### src/hw/rtl/fasm_pkg.sv
// package: operand and result types for the sign-magnitude float adder
`timescale 1ns / 1ps
`default_nettype none
package fasm_pkg;

  localparam logic [23:0] SIGN24   = 24'h800000;
  localparam logic [23:0] NORM_BIT = 24'h400000;

  typedef struct packed {
    logic signed [7:0] a_exponent;
    logic [23:0]       a_fraction;
    logic signed [7:0] b_exponent;
    logic [23:0]       b_fraction;
  } fasm_in_t;

  typedef struct packed {
    logic signed [7:0] sum_exponent;
    logic [23:0]       sum_fraction;
    logic              exponent_range_error;
  } fasm_out_t;

endpackage
`default_nettype wire

### src/hw/rtl/float_add_sign_magnitude.sv
// top level: four-stage pipelined adder for signed-exponent sign-magnitude floats
// an operand pair passes the stage 1, stage 2, stage 3 and output registers in order before its result is valid
// throughput: one operand pair per cycle while out_ready stays high
// the output stage holds its result while out_ready is low: a stage moves whenever the one ahead is empty or moving
// reset: synchronous, active high, clears all stage valid bits; data registers are not reset
`timescale 1ns / 1ps
`default_nettype none
module float_add_sign_magnitude import fasm_pkg::*; (
  input  wire logic      clk,
  input  wire logic      rst,
  input  wire logic      in_valid,
  output logic           in_ready,
  input  wire fasm_in_t  in_data,
  output logic           out_valid,
  input  wire logic      out_ready,
  output fasm_out_t      out_data
);

  logic v1, v2, v3, v4;
  logic mv1, mv2, mv3, mv4;

  // stage 1: two's complement, exponent difference
  logic signed [31:0] s1_fa, s1_fb;
  logic signed [8:0]  s1_diff;
  logic signed [7:0]  s1_ea, s1_eb;
  // stage 2: aligned sum
  logic signed [31:0] s2_sum;
  logic signed [9:0]  s2_e;
  // stage 3: magnitude and leading zero count
  logic [31:0]        s3_mag;
  logic               s3_neg, s3_zero;
  logic signed [9:0]  s3_e;
  logic [4:0]         s3_lz;

  assign mv4 = v4 && out_ready;
  assign mv3 = v3 && (!v4 || mv4);
  assign mv2 = v2 && (!v3 || mv3);
  assign mv1 = v1 && (!v2 || mv2);
  assign in_ready = !v1 || mv1;
  assign out_valid = v4;

  function automatic logic signed [31:0] to_twos(input logic [23:0] f);
    logic signed [31:0] m;
    m = {9'd0, f[22:0]};
    return f[23] ? -m : m;
  endfunction

  always_ff @(posedge clk) begin
    if (rst) begin
      v1 <= 1'b0; v2 <= 1'b0; v3 <= 1'b0; v4 <= 1'b0;
    end else begin
      if (in_ready) v1 <= in_valid;
      if (!v2 || mv2) v2 <= mv1;
      if (!v3 || mv3) v3 <= mv2;
      if (!v4 || mv4) v4 <= mv3;
    end
  end

  always_ff @(posedge clk) begin
    if (in_valid && in_ready) begin
      s1_fa   <= to_twos(in_data.a_fraction);
      s1_fb   <= to_twos(in_data.b_fraction);
      s1_ea   <= in_data.a_exponent;
      s1_eb   <= in_data.b_exponent;
      s1_diff <= 9'(in_data.a_exponent) - 9'(in_data.b_exponent);
    end
  end

  logic signed [31:0] s1_fa_sh, s1_fb_sh;
  logic [4:0]         s1_amt;
  logic [8:0]         s1_ndiff;
  always_comb begin
    s1_ndiff = -s1_diff;
    if (s1_diff > 0) s1_amt = (s1_diff > 9'sd31) ? 5'd31 : s1_diff[4:0];
    else             s1_amt = (s1_ndiff > 9'd31) ? 5'd31 : s1_ndiff[4:0];
    s1_fa_sh = (s1_diff > 0) ? s1_fa : (s1_fa >>> s1_amt);
    s1_fb_sh = (s1_diff > 0) ? (s1_fb >>> s1_amt) : s1_fb;
  end

  always_ff @(posedge clk) begin
    if (mv1) begin
      s2_sum <= s1_fa_sh + s1_fb_sh;
      s2_e   <= (s1_diff > 0) ? 10'(s1_ea) : 10'(s1_eb);
    end
  end

  logic [31:0] s2_mag;
  logic [4:0]  s2_lz;
  always_comb begin
    s2_mag = s2_sum[31] ? 32'(-s2_sum) : 32'(s2_sum);
    s2_lz = 5'd0;
    for (int i = 0; i <= 22; i++) begin
      if (s2_mag[i]) s2_lz = 5'(22 - i);
    end
  end

  always_ff @(posedge clk) begin
    if (mv2) begin
      s3_mag  <= s2_mag;
      s3_neg  <= s2_sum[31];
      s3_zero <= (s2_sum == 32'sd0);
      s3_e    <= s2_e;
      s3_lz   <= s2_lz;
    end
  end

  logic [31:0]       s3_norm;
  logic signed [9:0] s3_ef;
  always_comb begin
    if (s3_mag[23]) begin
      s3_norm = s3_mag >> 1;
      s3_ef   = s3_e + 10'sd1;
    end else begin
      s3_norm = s3_mag << s3_lz;
      s3_ef   = s3_e - 10'(s3_lz);
    end
  end

  always_ff @(posedge clk) begin
    if (mv3) begin
      if (s3_zero) begin
        out_data.sum_exponent         <= s3_e[7:0];
        out_data.sum_fraction         <= 24'd0;
        out_data.exponent_range_error <= 1'b0;
      end else begin
        out_data.sum_exponent         <= s3_ef[7:0];
        out_data.sum_fraction         <= {s3_neg, s3_norm[22:0]};
        out_data.exponent_range_error <= (s3_ef < -10'sd128) || (s3_ef > 10'sd127);
      end
    end
  end

endmodule
`default_nettype wire

### config.mk
export PLATFORM = sky130hd
export DESIGN_NAME = float_add_sign_magnitude
export DESIGN_NICKNAME = d
export VERILOG_FILES = /design/src/hw/rtl/fasm_pkg.sv /design/src/hw/rtl/float_add_sign_magnitude.sv
export SDC_FILE = /design/constraint.sdc
export NUM_CORES = 1
export LEC_CHECK = 0
export ABC_AREA = 1
export BUFFER_PORTS_ARGS = -buffer_cell sky130_fd_sc_hd__buf_2
export CELL_PAD_IN_SITES_DETAIL_PLACEMENT = 0
export CELL_PAD_IN_SITES_GLOBAL_PLACEMENT = 2
export CORE_MARGIN = 2
export CORE_UTILIZATION = 36
export DETAILED_ROUTE_END_ITERATION = 8
export GPL_ROUTABILITY_DRIVEN = 0
export PLACE_DENSITY_LB_ADDON = 0.1
export SLEW_MARGIN = 20
export SYNTH_ARGS = -nofsm -noshare
export SYNTH_HDL_FRONTEND = slang
export SYNTH_SLANG_ARGS = --single-unit
### constraint.sdc
create_clock -name clk -period 5.6 [get_ports clk]
set_input_delay 0.28 -clock clk [delete_from_list [all_inputs] [get_ports clk]]
set_output_delay 0.28 -clock clk [all_outputs]
set_load 0.05 [all_outputs]
# Word-level counts from Yosys, hierarchy flattened
# Cells that the tools add are included.
# word_totals
wordCells	95
ff_bits	217
# op_classes
n_addsub	8
muxes	34
n_lt_le_gt_ge	5
n_reduce_logical	19
n_shift	3
# op_table
cell	n
23-bit 2-to-1 mux	3
32-bit 2-to-1 mux	2
23-bit negation with 32-bit output	2
32-bit by 5-bit >>> shifter with 32-bit output	2
5-bit 2-to-1 mux	10
33-bit 2-to-1 mux	1
32-bit adder	1
32-bit logical NOT	1
4-bit 2-to-1 mux	8
32-bit negation	1
32-bit by 5-bit left shift with 23-bit output	1
31-bit 2-to-1 mux	1
10-bit 2-to-1 mux	2
16-bit OR reduction	1
3-bit 2-to-1 mux	4
10-bit by 2-bit adder with 10-bit output (second input constant)	1
10-bit by 8-bit > comparator with 1-bit output (second input constant)	1
10-bit by 8-bit less-than comparator with 1-bit output (second input constant)	1
10-bit by 5-bit subtractor with 10-bit output	1
9-bit by 1-bit > comparator with 1-bit output (second input constant)	1
9-bit by 5-bit > comparator with 1-bit output (second input constant)	1
9-bit by 6-bit > comparator with 1-bit output (second input constant)	1
9-bit negation	1
8-bit by 8-bit subtractor with 9-bit output	1
other kinds (8)	20

# Depth between registers and ports, before layout
# depth
depth_word	24
ltp_mapped	38
depth_no_buf	38

# Worst setup path before layout
# Ideal clock, no wire load.
# synth_timing
kind	register -> register
from	reg v4 (netlist: out_valid)
to	reg s1_diff[0], enable pin
synth_period_minus_slack_ns	5.208
required_ns	5.061
setup_ns	0.539
slack_ns	0.392
stages_incl_launch_ff	10
path_buffers	0
arrival_time_ns	4.669
cell_sequence	dfxtp_1 > inv_1 > nor2_1 > inv_1 > nor2_1 > inv_1 > nor2_1 > inv_1 > nor2_1 > nor2_1
# synth_between
elab_chain_cells	9
# synth_lines
element	line_no	source
from (decl)	float_add_sign_magnitude.sv:19	logic v1, v2, v3, v4;
from (signal assigned)	float_add_sign_magnitude.sv:55	if (!v4 || mv4) v4 <= mv3;
1-bit logical NOT or 1-bit logical AND (tied branches)	float_add_sign_magnitude.sv:36, float_add_sign_magnitude.sv:35	
1-bit logical OR (*)	float_add_sign_magnitude.sv:36	assign mv3 = v3 && (!v4 || mv4);
1-bit logical AND (*)	float_add_sign_magnitude.sv:36	
1-bit logical OR (*)	float_add_sign_magnitude.sv:37	assign mv2 = v2 && (!v3 || mv3);
1-bit logical AND (*)	float_add_sign_magnitude.sv:37	
1-bit logical OR (*)	float_add_sign_magnitude.sv:38	assign mv1 = v1 && (!v2 || mv2);
1-bit logical AND (*)	float_add_sign_magnitude.sv:38	
1-bit logical OR (*)	float_add_sign_magnitude.sv:39	assign in_ready = !v1 || mv1;
1-bit logical AND (*)	float_add_sign_magnitude.sv:60	if (in_valid && in_ready) begin
to (signal assigned)	float_add_sign_magnitude.sv:65	s1_diff <= 9'(in_data.a_exponent) - 9'(in_data.b_exponent);
to (decl)	float_add_sign_magnitude.sv:24	logic signed [8:0] s1_diff;
# Every way passes the cells marked *; elsewhere a longest branch is shown, timed or not.
# A chain may end at the register's enable or synchronous reset.

# Worst setup path after layout
# layout_timing
from	reg s1_diff[1]
to	reg s2_sum[19], data pin
# layout_between
elab_chain_cells	7
# layout_lines
element	line_no	source
9-bit negation	float_add_sign_magnitude.sv:73	s1_ndiff = -s1_diff;
9-bit by 5-bit > comparator with 1-bit output	float_add_sign_magnitude.sv:75	else s1_amt = (s1_ndiff > 9'd31) ? 5'd31 : s1_ndiff[4:0];
5-bit 2-to-1 mux	float_add_sign_magnitude.sv:75	
5-bit 2-to-1 mux	float_add_sign_magnitude.sv:74	if (s1_diff > 0) s1_amt = (s1_diff > 9'sd31) ? 5'd31 : s1_diff[4:0];
32-bit by 5-bit >>> shifter with 32-bit output, on equally long branches	float_add_sign_magnitude.sv:76, float_add_sign_magnitude.sv:77	
32-bit 2-to-1 mux, on equally long branches	float_add_sign_magnitude.sv:76, float_add_sign_magnitude.sv:77	
32-bit adder (*)	float_add_sign_magnitude.sv:82	s2_sum <= s1_fa_sh + s1_fb_sh;
to (signal assigned)	float_add_sign_magnitude.sv:82	
to (decl)	float_add_sign_magnitude.sv:27	logic signed [31:0] s2_sum;
# Marks and branches as above.

==> results.toml <==
[outcome]
run_status = "finished clean"

[timing]
worst-slew-pin-transition_ps = 846
worst_slack_ps = 385
finalCritPeriodShare_pct = 93.1
timing_max_transition_violations_final = 0
max_fclk_ghz = 0.192
hold_violations = 0
finalHoldWorstSlack_ps = 44.0
fin_crit_ps = 5220
final.setup_skew_ps = 18.0
setup_viol = 0
relSlewSlack_pct = 43.4

[global_routing]
grt_overflow = 0
grt_first_pass_wirelength_um = 80500
first_global_vias = 14706
grt_resource_usage_total_pct = 21.5
antenna_found_initial = 0
grt_max_degree = 60

[die]
core_um2 = 44300
initial_core_util_pct = 36.5
chipWidth_um = 216
ioPinCount = 103
die_h_um = 216
die_area_um2 = 46600
placementRows = 77

[logic_synthesis]
ys_warn_count = 0
synthesized_nets = 2379
netlist-cell-type-count = 51
synth-main-ff-cell = "sky130_fd_sc_hd__edfxtp_1"
post_synthesis_async_set_or_reset_flop_share_pct = 0
proportion_of_synthesized_chip_area_in_sequential_cells_pct = 37.8
post_synth_inst_count = 2255
synth_area_per_cell_um2 = 7.17
synth_largest_type_area_fraction_pct = 37.3
synth.cells.most_frequent = "sky130_fd_sc_hd__nand2_1, sky130_fd_sc_hd__nand3_1, sky130_fd_sc_hd__inv_1"
synth_most_common_cell = "sky130_fd_sc_hd__nand2_1"
synth_area_leaders = "sky130_fd_sc_hd__edfxtp_1, sky130_fd_sc_hd__nand2_1, sky130_fd_sc_hd__nand3_1, sky130_fd_sc_hd__inv_1, sky130_fd_sc_hd__ha_1"
yosys.area.top_type = "sky130_fd_sc_hd__edfxtp_1"
synth_enable_flop_cells = 201
synth.ff_latch_count = 205
syn-cell-area_um2 = 16200

[pwr]
power.density_nw_per_um2 = 346
total_power_mw = 6.55
peakVddDrop_uv = 257
power.static_leakage_nw = 8.42

[critical_path]
worstSetupPathType = "flip-flop to flip-flop"
crit_path_top_delay_cell = "sky130_fd_sc_hd__edfxtp_1"
timing.critical_path.mode_cell = "sky130_fd_sc_hd__nand2_1"
critical_path.max_fanout = 50
crit_buf_inv = 4
critical_path_arrival_ps = 5500
worst_path_dominant_cell_family = "simple AND/OR/NAND/NOR gates"
cp-start-kind = "flip-flop"
critical_path_required_ps = 5880
crit_path_capture_type = "flip-flop"
cp_slowest_stage_delay_ps = 430

[placement]
dpl-instance-area_um2 = 17500
dpl.hpwl_um = 40100
placement.setup.worst_slack_ps = 83.1
port-buffer-count = 102

[finish]
fin_nets = 2491
fin_area_um2 = 18900
layout-drive-gt1-share_pct = 11.2
layout_area_overhead_pct = 17.0
layout.area.seq_um2 = 6120
num-fill-cells = 4647
multiInputGateArea_um2 = 8850
antenna_cells_inserted = 0

[routing]
wl_per_cell_um = 17.2
detail_route.first_pass.iterations = 5
drcViolationCount = 0
highest-signal-layer = "met4"
met1Wirelength_um = 23500
wl_met2_um = 24600
route.met3.wl_um = 2110
first_iter_violations = 976
route.final.wire_length_um = 51400
via_count = 15373
avgViaCountPerCell = 5.16
antenna_violating_nets_post_route = 0

[clocking]
cts-root-to-sink-buffers = 3
cts.sinks = 205
clkSlewWorstSetupHoldPaths_ps = 50
clock_tree.root_cell = "sky130_fd_sc_hd__clkbuf_16"
tritoncts = "built"
tritoncts.num_buffers = 26
clock_insertion_delay_worst_skew_ps = 560
cts_max_level = 1

[hold_path]
hold_class = "primary input to flip-flop"

[flow_run]
timing.max_cap.violations = 0
[where the power goes]
group / leakage, nW / switching (mW) / internal, mW
clock network: 0.446 / 0.658 / 1.13
registers: 1.93 / 0.0929 / 1.93
logic: 6.04 / 1.78 / 0.959
[registers in the layout, indices dropped and copies added, names as in the netlist]
register   flops
s3_lz          5
s2_sum        32
s3_neg         1
s1_eb          8
s1_fb         32
s1_fa         32
s3_zero        1
v1             1
v3             1
s3_mag        24
out_data      33
s1_diff        9
v2             1
s2_e           8
out_valid      1
s1_ea          8
s3_e           8
[final cells by class]
| class | instances | area share (%) |
|---|---|---|
| clock inverter | 18 | 1.33 |
| inverter | 249 | 4.95 |
| timing repair buffer | 184 | 7.24 |
| clock buffer | 30 | 3.52 |
| tap | 592 | 3.91 |
| sequential | 205 | 32.3 |
| multi-input combinational | 1701 | 46.7 |
[what timing repair did]
| item | in CTS | in global routing |
|---|---|---|
| buffers inserted | 0 | 11 |
| setup endpoints to repair | 0 | 17 |
| endpoints found under the hold margin | 23 | 0 |
| hold buffers | 21 | 0 |
| resized for setup | 0 | 38 |
[placed cells by master, fill, tap and decap left out, types with 5 or more instances in the layout]
| master | instances |
|---|---|
| sky130_fd_sc_hd__nand2_1 | 636 |
| sky130_fd_sc_hd__nand3_1 | 366 |
| sky130_fd_sc_hd__inv_1 | 236 |
| sky130_fd_sc_hd__edfxtp_1 | 201 |
| sky130_fd_sc_hd__nor2_1 | 130 |
| sky130_fd_sc_hd__o21ai_0 | 123 |
| sky130_fd_sc_hd__buf_2 | 102 |
| sky130_fd_sc_hd__a21oi_1 | 93 |
| sky130_fd_sc_hd__xor2_1 | 61 |
| sky130_fd_sc_hd__ha_1 | 50 |
| sky130_fd_sc_hd__buf_4 | 45 |
| sky130_fd_sc_hd__o21ai_1 | 34 |
| sky130_fd_sc_hd__xnor2_1 | 29 |
| sky130_fd_sc_hd__clkbuf_16 | 28 |
| sky130_fd_sc_hd__o211ai_1 | 24 |
| sky130_fd_sc_hd__dlygate4sd3_1 | 21 |
| sky130_fd_sc_hd__nor3_1 | 17 |
| sky130_fd_sc_hd__nand4_1 | 15 |
| sky130_fd_sc_hd__buf_12 | 12 |
| sky130_fd_sc_hd__clkinv_1 | 10 |
| sky130_fd_sc_hd__a31oi_1 | 10 |
| sky130_fd_sc_hd__inv_2 | 8 |
| sky130_fd_sc_hd__a21oi_2 | 7 |
| sky130_fd_sc_hd__nor4_1 | 7 |
| sky130_fd_sc_hd__o31ai_1 | 7 |
| sky130_fd_sc_hd__nor3_2 | 6 |
| sky130_fd_sc_hd__nand2_2 | 6 |
| sky130_fd_sc_hd__o21ai_2 | 6 |
| sky130_fd_sc_hd__or2_2 | 6 |
| sky130_fd_sc_hd__nand3b_1 | 6 |
| sky130_fd_sc_hd__o221ai_1 | 6 |
| sky130_fd_sc_hd__bufinv_16 | 6 |
| sky130_fd_sc_hd__o21a_1 | 5 |
[worst paths after layout]
kind,slack (ps),end,depth (start not counted),startpoint
setup / recovery,380,s2_sum[19]$_DFFE_PP_,33,s1_diff[1]$_DFFE_PP_
hold / removal,40,s1_fa[3]$_DFFE_PP_,2,in_data[35]
setup reg to reg,380,s2_sum[19]$_DFFE_PP_,33,s1_diff[1]$_DFFE_PP_
hold reg to reg,420,s3_e[6]$_DFFE_PP_,0,s2_e[6]$_DFFE_PP_
[metrics by stage]
stage / instances / TNS (ps) / util, %
floorplan: 2255 / 0 / -
global placement: 2896 / 0 / 39.4
detailed placement: 2896 / 0 / 39.4
CTS: 2965 / 0 / 42.0
global route: 2979 / -39.9 / 42.7
finish: 2979 / 0 / 42.7
[routing by layer]
metal	vias to the layer above	track usage, %
li1	7825	-
met1	7159	29.2
met2	327	37.0
met3	62	2.24
met4	0	5.00
met5	-	0
[worst register-to-register path: cells and delay by family, from the launching register on]
kind	cells	cell delay [ps]
compound gates	10	1490
flops	1	430
xor+xnor	1	90
simple gates	15	1540
fa+ha+maj	3	770
buf+inv	4	610
[cells by family after synthesis]
family	count (synthesis)	share of synthesized area (%)
adders and majority gates	56	4.47
DFF	205	37.8
buffers and inverters	349	8.54
xor gates and xnor gates	90	4.87
AOI/OAI and AO/OA	338	11.7
and+or+nand+nor	1217	32.6
Power figures use the tool's default switching activity.
